<file path="config.mk">
export PLATFORM = sky130hd
export DESIGN_NAME = motor_feedback_frame_parser
export DESIGN_NICKNAME = d
export VERILOG_FILES = /design/src/hdl/mfp_pkg.sv /design/src/hdl/mfp_regs.sv /design/src/hdl/mfp_parse.sv /design/src/hdl/mfp_out.sv /design/src/hdl/motor_feedback_frame_parser.sv
export SDC_FILE = /design/constraint.sdc
export NUM_CORES = 1
export LEC_CHECK = 0
export ABC_CLOCK_PERIOD_IN_PS = 6210
export BUFFER_PORTS_ARGS = -buffer_cell sky130_fd_sc_hd__buf_4
export CAP_MARGIN = 15
export CORE_MARGIN = 8
export CORE_UTILIZATION = 40
export DETAILED_ROUTE_END_ITERATION = 6
export SLEW_MARGIN = 20
export SYNTH_ARGS = -nofsm -noshare
export SYNTH_HDL_FRONTEND = slang
export SYNTH_SLANG_ARGS = --single-unit
</file>
<file path="constraint.sdc">
create_clock -name clk -period 6.21 [get_ports clk]
set_input_delay 0.9315 -clock clk [delete_from_list [all_inputs] [get_ports clk]]
set_output_delay 0.9315 -clock clk [all_outputs]
set_load 0.05 [all_outputs]
</file>
<file path="src/hdl/mfp_pkg.sv">
// ----------------------------------------------------------------------------
// mfp_pkg: shared types and constants for the motor feedback frame parser
// Register map, frame position codes and the structs that pass between the
// configuration registers, the frame parser and the result register.
// ----------------------------------------------------------------------------
package mfp_pkg;

  localparam int ADDR_W = 5;
  localparam int DATA_W = 32;

  // Register indexes, taken from paddr[4:2].
  typedef enum logic [2:0] {
    REG_HEADER      = 3'd0,
    REG_TAIL        = 3'd1,
    REG_FIRST_ADDR  = 3'd2,
    REG_SECOND_ADDR = 3'd3,
    REG_LOW_TYPE    = 3'd4,
    REG_HIGH_TYPE   = 3'd5
  } reg_idx_t;

  // Byte positions inside a nine-byte frame.
  localparam logic [3:0] POS_HUNT    = 4'd0;
  localparam logic [3:0] POS_ADDR    = 4'd1;
  localparam logic [3:0] POS_TYPE    = 4'd2;
  localparam logic [3:0] POS_VAL_FIRST = 4'd3;
  localparam logic [3:0] POS_VAL_LAST  = 4'd6;
  localparam logic [3:0] POS_CHECK   = 4'd7;
  localparam logic [3:0] POS_TAIL    = 4'd8;

  typedef struct packed {
    logic [7:0] header_byte;
    logic [7:0] tail_byte;
    logic [7:0] first_motor_address;
    logic [7:0] second_motor_address;
    logic [7:0] lowest_type_code;
    logic [7:0] highest_type_code;
  } cfg_t;

  typedef struct packed {
    logic               motor_select;
    logic [7:0]         feedback_type;
    logic signed [31:0] feedback_value;
  } result_t;

endpackage

</file>
<file path="src/hdl/mfp_regs.sv">
// ----------------------------------------------------------------------------
// mfp_regs: configuration register file
// Six 8-bit registers behind an APB-style port; writes to unused indexes
// are dropped, reads of them return zero.
// ----------------------------------------------------------------------------
module mfp_regs (
  input  logic                        clk,
  input  logic                        rst,
  input  logic                        psel,
  input  logic                        penable,
  input  logic                        pwrite,
  input  logic [mfp_pkg::ADDR_W-1:0]  paddr,
  input  logic [mfp_pkg::DATA_W-1:0]  pwdata,
  output logic [mfp_pkg::DATA_W-1:0]  prdata,
  output logic                        pready,
  output mfp_pkg::cfg_t               cfg
);
  import mfp_pkg::*;

  logic       wr_en;
  logic [2:0] idx;
  logic [7:0] rd_byte;

  assign pready = 1'b1;
  assign wr_en  = psel && penable && pwrite && pready;
  assign idx    = paddr[4:2];

  always_ff @(posedge clk) begin
    if (rst) begin
      cfg.header_byte          <= 8'd0;
      cfg.tail_byte            <= 8'd0;
      cfg.first_motor_address  <= 8'd1;
      cfg.second_motor_address <= 8'd2;
      cfg.lowest_type_code     <= 8'd0;
      cfg.highest_type_code    <= 8'd4;
    end else if (wr_en) begin
      case (idx)
        REG_HEADER:      cfg.header_byte          <= pwdata[7:0];
        REG_TAIL:        cfg.tail_byte            <= pwdata[7:0];
        REG_FIRST_ADDR:  cfg.first_motor_address  <= pwdata[7:0];
        REG_SECOND_ADDR: cfg.second_motor_address <= pwdata[7:0];
        REG_LOW_TYPE:    cfg.lowest_type_code     <= pwdata[7:0];
        REG_HIGH_TYPE:   cfg.highest_type_code    <= pwdata[7:0];
        default: ;
      endcase
    end
  end

  always_comb begin
    case (idx)
      REG_HEADER:      rd_byte = cfg.header_byte;
      REG_TAIL:        rd_byte = cfg.tail_byte;
      REG_FIRST_ADDR:  rd_byte = cfg.first_motor_address;
      REG_SECOND_ADDR: rd_byte = cfg.second_motor_address;
      REG_LOW_TYPE:    rd_byte = cfg.lowest_type_code;
      REG_HIGH_TYPE:   rd_byte = cfg.highest_type_code;
      default:         rd_byte = 8'd0;
    endcase
  end

  assign prdata = {{(DATA_W-8){1'b0}}, rd_byte};

endmodule

</file>
<file path="src/hdl/mfp_parse.sv">
// ----------------------------------------------------------------------------
// mfp_parse: frame position tracker and running XOR check
// Consumes one byte whenever take is high and flags a completed, valid frame
// in the same cycle, together with its decoded fields.
// ----------------------------------------------------------------------------
module mfp_parse (
  input  logic              clk,
  input  logic              rst,
  input  mfp_pkg::cfg_t     cfg,
  input  logic              take,
  input  logic [7:0]        rx_byte,
  output logic              res_hit,
  output mfp_pkg::result_t  res
);
  import mfp_pkg::*;

  logic [3:0]  pos, pos_next;
  logic [7:0]  check, check_next;
  logic [7:0]  frame_address, frame_address_next;
  logic [7:0]  frame_type, frame_type_next;
  logic [31:0] value_shift, value_shift_next;
  logic [7:0]  received_check, received_check_next;
  logic        is_header;

  assign is_header = (rx_byte == cfg.header_byte);

  always_comb begin
    pos_next            = pos;
    check_next          = check;
    frame_address_next  = frame_address;
    frame_type_next     = frame_type;
    value_shift_next    = value_shift;
    received_check_next = received_check;
    res_hit             = 1'b0;
    case (pos)
      POS_ADDR: begin
        if (rx_byte == cfg.first_motor_address ||
            rx_byte == cfg.second_motor_address) begin
          frame_address_next = rx_byte;
          check_next         = check ^ rx_byte;
          pos_next           = POS_TYPE;
        end else begin
          pos_next   = is_header ? POS_ADDR : POS_HUNT;
          check_next = is_header ? rx_byte : 8'd0;
        end
      end
      POS_TYPE: begin
        if (rx_byte >= cfg.lowest_type_code && rx_byte <= cfg.highest_type_code) begin
          frame_type_next = rx_byte;
          check_next      = check ^ rx_byte;
          pos_next        = POS_VAL_FIRST;
        end else begin
          pos_next   = is_header ? POS_ADDR : POS_HUNT;
          check_next = is_header ? rx_byte : 8'd0;
        end
      end
      POS_CHECK: begin
        received_check_next = rx_byte;
        pos_next            = POS_TAIL;
      end
      POS_TAIL: begin
        res_hit    = (rx_byte == cfg.tail_byte) && (received_check == check);
        pos_next   = POS_HUNT;
        check_next = 8'd0;
      end
      default: begin
        if (pos inside {[POS_VAL_FIRST:POS_VAL_LAST]}) begin
          value_shift_next = {value_shift[23:0], rx_byte};
          check_next       = check ^ rx_byte;
          pos_next         = pos + 4'd1;
        end else begin
          // Hunting, or a position that cannot occur: look for a header.
          pos_next   = is_header ? POS_ADDR : POS_HUNT;
          check_next = is_header ? rx_byte : 8'd0;
        end
      end
    endcase
  end

  assign res.motor_select   = (frame_address != cfg.first_motor_address);
  assign res.feedback_type  = frame_type;
  assign res.feedback_value = value_shift;

  always_ff @(posedge clk) begin
    if (rst) begin
      pos   <= POS_HUNT;
      check <= 8'd0;
    end else if (take) begin
      pos   <= pos_next;
      check <= check_next;
    end
  end

  always_ff @(posedge clk) begin
    if (take) begin
      frame_address  <= frame_address_next;
      frame_type     <= frame_type_next;
      value_shift    <= value_shift_next;
      received_check <= received_check_next;
    end
  end

  p_pos_range: assert property (@(posedge clk) disable iff (rst) pos <= POS_TAIL)
    else $error("frame position left the nine-byte range");
  p_hit_only_at_tail: assert property (@(posedge clk) disable iff (rst)
    res_hit |-> pos == POS_TAIL)
    else $error("frame accepted away from the tail position");
  p_tail_returns_hunt: assert property (@(posedge clk) disable iff (rst)
    take && pos == POS_TAIL |=> pos == POS_HUNT && check == 8'd0)
    else $error("parser did not return to hunting after a tail byte");

endmodule

</file>
<file path="src/hdl/mfp_out.sv">
// ----------------------------------------------------------------------------
// mfp_out: result register
// Holds one decoded frame until the downstream side takes it.
// ----------------------------------------------------------------------------
module mfp_out (
  input  logic              clk,
  input  logic              rst,
  input  logic              load,
  input  mfp_pkg::result_t  res,
  input  logic              m_tready,
  output logic              m_tvalid,
  output logic [31:0]       m_tdata,  // [31:0] feedback_value
  output logic [8:0]        m_tuser,  // [0] motor_select, [8:1] feedback_type
  output logic              free
);
  import mfp_pkg::*;

  result_t held;

  assign free = !m_tvalid || m_tready;

  always_ff @(posedge clk) begin
    if (rst) begin
      m_tvalid <= 1'b0;
    end else if (load) begin
      m_tvalid <= 1'b1;
    end else if (m_tready) begin
      m_tvalid <= 1'b0;
    end
  end

  always_ff @(posedge clk) begin
    if (load) begin
      held <= res;
    end
  end

  assign m_tdata = held.feedback_value;
  assign m_tuser = {held.feedback_type, held.motor_select};

endmodule

</file>
<file path="src/hdl/motor_feedback_frame_parser.sv">
// ----------------------------------------------------------------------------
// motor_feedback_frame_parser: nine-byte motor feedback frame parser
// Hunts a received byte stream for feedback frames and emits one beat per
// frame that passes the address, type, XOR check and tail tests.
// ----------------------------------------------------------------------------
// Usage:
//   The slave side takes one received byte per beat in s_tdata[7:0]. The
//   master side gives one beat per good frame: the signed 32-bit value in
//   m_tdata, the motor select in m_tuser[0] and the type code in
//   m_tuser[8:1]. Motor select is 0 when the frame address equals the first
//   motor address and 1 otherwise.
//   Each byte is captured in an input register and handled by the parser
//   once the result register is free; a tail byte that completes a good
//   frame loads the result register, where the result is held. One byte is
//   taken every cycle while the master side is not stalled; the single
//   result register is the only limit on rate.
//   When the receiver holds m_tready low with a result pending, the input
//   register keeps one more byte and s_tready drops until the result goes.
//   Reset clears both registers, returns the parser to hunting for a header
//   and loads the register defaults (header 0, tail 0, motor addresses 1
//   and 2, type range 0 to 4). The APB-style port writes registers at byte
//   addresses 0, 4, ... 20; write them only while no byte is in flight.
// ----------------------------------------------------------------------------
module motor_feedback_frame_parser (
  input  logic                        clk,
  input  logic                        rst,
  input  logic                        s_tvalid,
  output logic                        s_tready,
  input  logic [7:0]                  s_tdata,   // [7:0] rx_byte
  output logic                        m_tvalid,
  input  logic                        m_tready,
  output logic [31:0]                 m_tdata,   // [31:0] feedback_value
  output logic [8:0]                  m_tuser,   // [0] motor_select, [8:1] feedback_type
  input  logic                        psel,
  input  logic                        penable,
  input  logic                        pwrite,
  input  logic [mfp_pkg::ADDR_W-1:0]  paddr,
  input  logic [mfp_pkg::DATA_W-1:0]  pwdata,
  output logic [mfp_pkg::DATA_W-1:0]  prdata,
  output logic                        pready
);
  import mfp_pkg::*;

  cfg_t       cfg;
  result_t    res;
  logic       res_hit;
  logic       in_valid;
  logic [7:0] in_byte;
  logic       out_free;
  logic       advance;

  mfp_regs u_regs (
    .clk     (clk),
    .rst     (rst),
    .psel    (psel),
    .penable (penable),
    .pwrite  (pwrite),
    .paddr   (paddr),
    .pwdata  (pwdata),
    .prdata  (prdata),
    .pready  (pready),
    .cfg     (cfg)
  );

  // The byte in the input register moves into the parser whenever the
  // result register can take whatever it might produce.
  assign advance  = in_valid && out_free;
  assign s_tready = !in_valid || advance;

  always_ff @(posedge clk) begin
    if (rst) begin
      in_valid <= 1'b0;
    end else if (s_tready) begin
      in_valid <= s_tvalid;
    end
  end

  always_ff @(posedge clk) begin
    if (s_tready && s_tvalid) begin
      in_byte <= s_tdata;
    end
  end

  mfp_parse u_parse (
    .clk     (clk),
    .rst     (rst),
    .cfg     (cfg),
    .take    (advance),
    .rx_byte (in_byte),
    .res_hit (res_hit),
    .res     (res)
  );

  mfp_out u_out (
    .clk      (clk),
    .rst      (rst),
    .load     (advance && res_hit),
    .res      (res),
    .m_tready (m_tready),
    .m_tvalid (m_tvalid),
    .m_tdata  (m_tdata),
    .m_tuser  (m_tuser),
    .free     (out_free)
  );

  p_reset_empty: assert property (@(posedge clk) rst |=> !m_tvalid && !in_valid)
    else $error("pipeline not empty after reset");
  p_held_byte_kept: assert property (@(posedge clk) disable iff (rst)
    in_valid && !advance |=> in_valid && $stable(in_byte))
    else $error("stalled input byte was lost or changed");
  p_no_overwrite: assert property (@(posedge clk) disable iff (rst)
    m_tvalid && !m_tready |=> m_tvalid && $stable(m_tdata) && $stable(m_tuser))
    else $error("pending result overwritten while the receiver stalled");

endmodule

</file>
==> results by stage <==
Run status:
- The flow ran to the end, but the final reports show violations.
- The final reports fail on DRC.

Clocking:
- The clock transition time at the flip-flop clock pins of the worst setup and hold paths is 0.07 ns.
- The worst-skew pair later-pin latency is 0.43 ns.
- For this design, the CTS-stage hold fixing added 0 buffers.
- The buffer levels on the longest clock path is 2.
- CTS placed an instance of sky130_fd_sc_hd__clkbuf_16 at the clock tree root.
- The number of sinks driven by the clock tree is 167.
- The number of setup buffers added after CTS is 0.
- The total of cells resized after clock tree synthesis is 0.
- The clock tree from TritonCTS is yes.
- The clock tree synthesis step divided the H-tree into 4 levels.
- Counting the buffers created by CTS gives 17.

Global route:
- For this run the aggregate overflow at the end of global routing stands at 0.
- The overall routing resource usage is 0.154.
- The number of global-route vias before repair is 5123.
- The global-route wire length before repair is 28400 µm.
- The initial antenna violation count is 0.
- Entering global routing, the biggest net connects 53 pins.

Floorplan:
- The placeable core region is 18700 µm².
- The die covers 23800 µm².
- After floorplanning, the core was divided into 50 placement rows.
- The die is 154 µm tall.
- The count of boundary I/O pins is 128.
- The initial core utilization is 0.408.
- The floorplan step set the die width to 154 µm.

Critical path:
- The critical path in this run is classified as in -> out.
- The launch point of the critical path is paddr[2].
- The worst-case reg-to-reg path depth is 7.
- The data required time of the critical path is 5.28 ns.
- The endpoint kind of the worst setup timing path is an output pin.
- The endpoint arrival time on the critical path is 2.18 ns.
- The worst register-to-register path ends at u_parse.check[0]$_SDFFE_PP0P_.
- The beginning of the worst register-to-register path is in_byte[5]$_DFFE_PP_.
- STA classifies the critical path startpoint as a primary input.
- The largest fanout of any net on the critical path is 31.
- Setup slack on the worst reg-to-reg path comes out at 3.14 ns.

Synthesis:
- Counting instances in the post-synthesis netlist gives the leading cell types as 105 x sky130_fd_sc_hd__edfxtp_1, 63 x sky130_fd_sc_hd__nor2_1, 62 x sky130_fd_sc_hd__dfxtp_1.
- The most common cell in the synthesized netlist is sky130_fd_sc_hd__edfxtp_1.
- The total number of yosys warnings is 0.
- In this run the cell area of the synthesized design comes to 7630 µm².
- The post-synthesis async set-or-reset flop share is 0.
- The synthesized design contains 105 enable-type register cells.
- Synthesis produced 623 cells.
- In this run, distinct cell masters in the synthesized netlist total 55.
- Among all flip-flop cells after synthesis, the most frequent one is sky130_fd_sc_hd__edfxtp_1.
- The mean post-synth cell area is 12.2 µm².
- By area the synthesized netlist is led by sky130_fd_sc_hd__edfxtp_1 41%, sky130_fd_sc_hd__dfxtp_1 16%, sky130_fd_sc_hd__mux2i_1 6.8%, sky130_fd_sc_hd__ha_1 3.3%, sky130_fd_sc_hd__nor2_1 3.1%.
- Counting flops and latches in the post-synthesis netlist gives 167.
- The largest total area in the synthesized netlist belongs to sky130_fd_sc_hd__edfxtp_1.
- The share of synthesized area occupied by flip-flops and latches is 0.576.
- The area fraction of the dominant cell type after synthesis is 0.413.

STA:
- For the final routed database, the setup TNS stands at 0 ns.
- At the pin with the least slew margin, the transition time is 1.08 ns.
- Dividing the final minimum period by the clock period gives 0.501.
- The final period demand of the worst path is 3.11 ns.
- The final hold violation count came to 0.
- Setup violations remaining at the end of the flow were counted as 0.
- Between clock sinks in the finished design, the worst skew comes to 0.00801 ns.
- The smallest setup slack after layout is 3.10 ns.
- The final number of max-transition violations is 0.
- In this run the tightest slew margin relative to its limit is 0.277.
- Setup repair after global routing left no endpoint under its margin.
- On the final layout, the worst hold slack is 0.419 ns.
- The maximum achievable frequency is 321 MHz.

Detailed routing:
- The count of nets left with antenna violations once routing finished came out at 0.
- In this run, the number of DRC markers left after iteration 0 of detailed routing was 409.
- The detailed router placed 5005 vias in this run.
- In the routed layout, each cell is associated on average with a via count of 5.33.
- The number of detailed-route iterations in the first pass is 7.
- Dividing the detail-routed wire length by the instance count gives 19.2 µm.
- The final routed DRC violation total is 6.
- The routed design has 18000 µm of wire.

Pwr:
- The total leakage power is 3.25 nW.
- The design draws 2.42 mW.
- For this design the ratio of total power to cell area is 272 nW/µm².
- The peak supply drop is 215 µV.

Placement:
- After detailed placement, the total cell area comes to 8270 µm².
- The placer congestion estimate is 0.866.
- The worst slack after detailed placement is 3.15 ns.
- The total instance count after detailed placement is 907.
- Buffers placed on the I/O ports in this run total 76.
- After legalization and detailed placement, the total HPWL measured 12600 µm.

Finish:
- In the final layout, the share of cells above drive strength 1 is 0.197.
- The net count of the finished layout is 764.
- The count of cells in the finished layout, fillers not included, comes to 939.
- The final standard cell utilization of the core is 0.475.
- The repair_antennas step left the layout with diodes totalling 0.
- The finished cells cover 8880 µm².
- The area growth from synthesis to layout is 16.4%.

Hold path:
- The end point of the worst hold path is u_out.m_tdata[26]$_DFFE_PP_.
- The startpoint identified for the worst hold timing path is u_parse.value_shift[26]$_DFFE_PP_.
- The worst hold path stage count is 0.
- The path category of the worst min-delay check is reg -> reg.

Job:
- The number of maximum-capacitance violations is 0.
-- cells in the final DEF (no fill, tap or decap), drive strengths merged, types with 3 or more instances in the layout --
cell type / n
edfxtp: 105
buf: 81
nor2: 63
dfxtp: 62
mux2i: 52
o21ai: 34
nand2: 30
xor2: 29
inv: 26
conb: 25
ha: 20
xnor2: 19
clkbuf: 17
a21oi: 12
a22oi: 11
o221ai: 11
nand2b: 11
nand4: 9
nor4: 9
nor3: 9
a32oi: 8
a32o: 8
nor2b: 7
mux2: 6
o22ai: 6
clkinv: 6
nand3: 4
a31oi: 3
and2: 3
o211ai: 3
-- report_power, final --
group          switching [mW]  internal, mW  leakage [nW]
sequential             0.0279          1.18          1.45
clock                   0.504         0.546         0.288
combinational           0.110        0.0492          1.51
total                   0.641          1.77          3.25
-- cells by family after synthesis --
logic type               synth area share
flip-flops                          0.576
adder cells (fa/ha/maj)            0.0328
AO/OA/AOI/OAI                      0.0985
buffers and inverters              0.0559
multiplexers                       0.0771
AND/OR/NAND/NOR                     0.102
other                            0.000984
XOR/XNOR                           0.0571
-- per-layer routing --
metal  global-route usage  part of all wire  vias to the layer above  wire length [µm]
li1                     -                 -                     2363                 -
met4               0.0779             0.031                        0               563
met5                    0                 0                        -                 0
met2                0.251              0.49                      174              8790
met1                0.188              0.43                     2425              7730
met3               0.0381             0.053                       43               963
-- worst max path at each step --
| stage | end | slack (ns) | cells past startpoint |
|---|---|---|---|
| final | prdata[2] | 3.10 | 5 |
| after global routing | u_parse.check[4]$_SDFFE_PP0P_ | 2.92 | 7 |
| after CTS | u_parse.check[0]$_SDFFE_PP0P_ | 3.13 | 9 |
| after detailed placement | u_parse.check[4]$_SDFFE_PP0P_ | 3.15 | 9 |
| after global placement | prdata[1] | 3.15 | 6 |
| after floorplan | u_out.m_tdata[0]$_DFFE_PP_ | 0.23 | 4 |
-- flip-flops by register name, summed over array words and instances (netlist names) --
name                    flops
in_byte                     8
in_valid                    1
u_out.m_tdata              32
u_out.m_tuser               9
u_out.m_tvalid              1
u_parse.check               8
u_parse.frame_address       8
u_parse.frame_type          8
u_parse.pos                 4
u_parse.received_check      8
u_parse.value_shift        32
u_regs.cfg                 48
-- worst max-delay path, cell delays in order --
cell and delay [ns]:
sky130_fd_sc_hd__buf_4 0.23, sky130_fd_sc_hd__o21ai_0 0.42, sky130_fd_sc_hd__a22oi_1 0.13, sky130_fd_sc_hd__o22ai_1 0.21, sky130_fd_sc_hd__buf_4 0.24
-- cell type report --
| cell class | instances | area [µm²] |
|---|---|---|
| clock buffer | 17 | 425 |
| sequential | 167 | 4390 |
| fill | 1693 | 9820 |
| clock inverter | 15 | 179 |
| timing repair buffer | 81 | 608 |
| inverter | 19 | 71.3 |
| tap | 234 | 293 |
| multi-input combinational | 406 | 2910 |
Power figures use the tool's default switching activity.
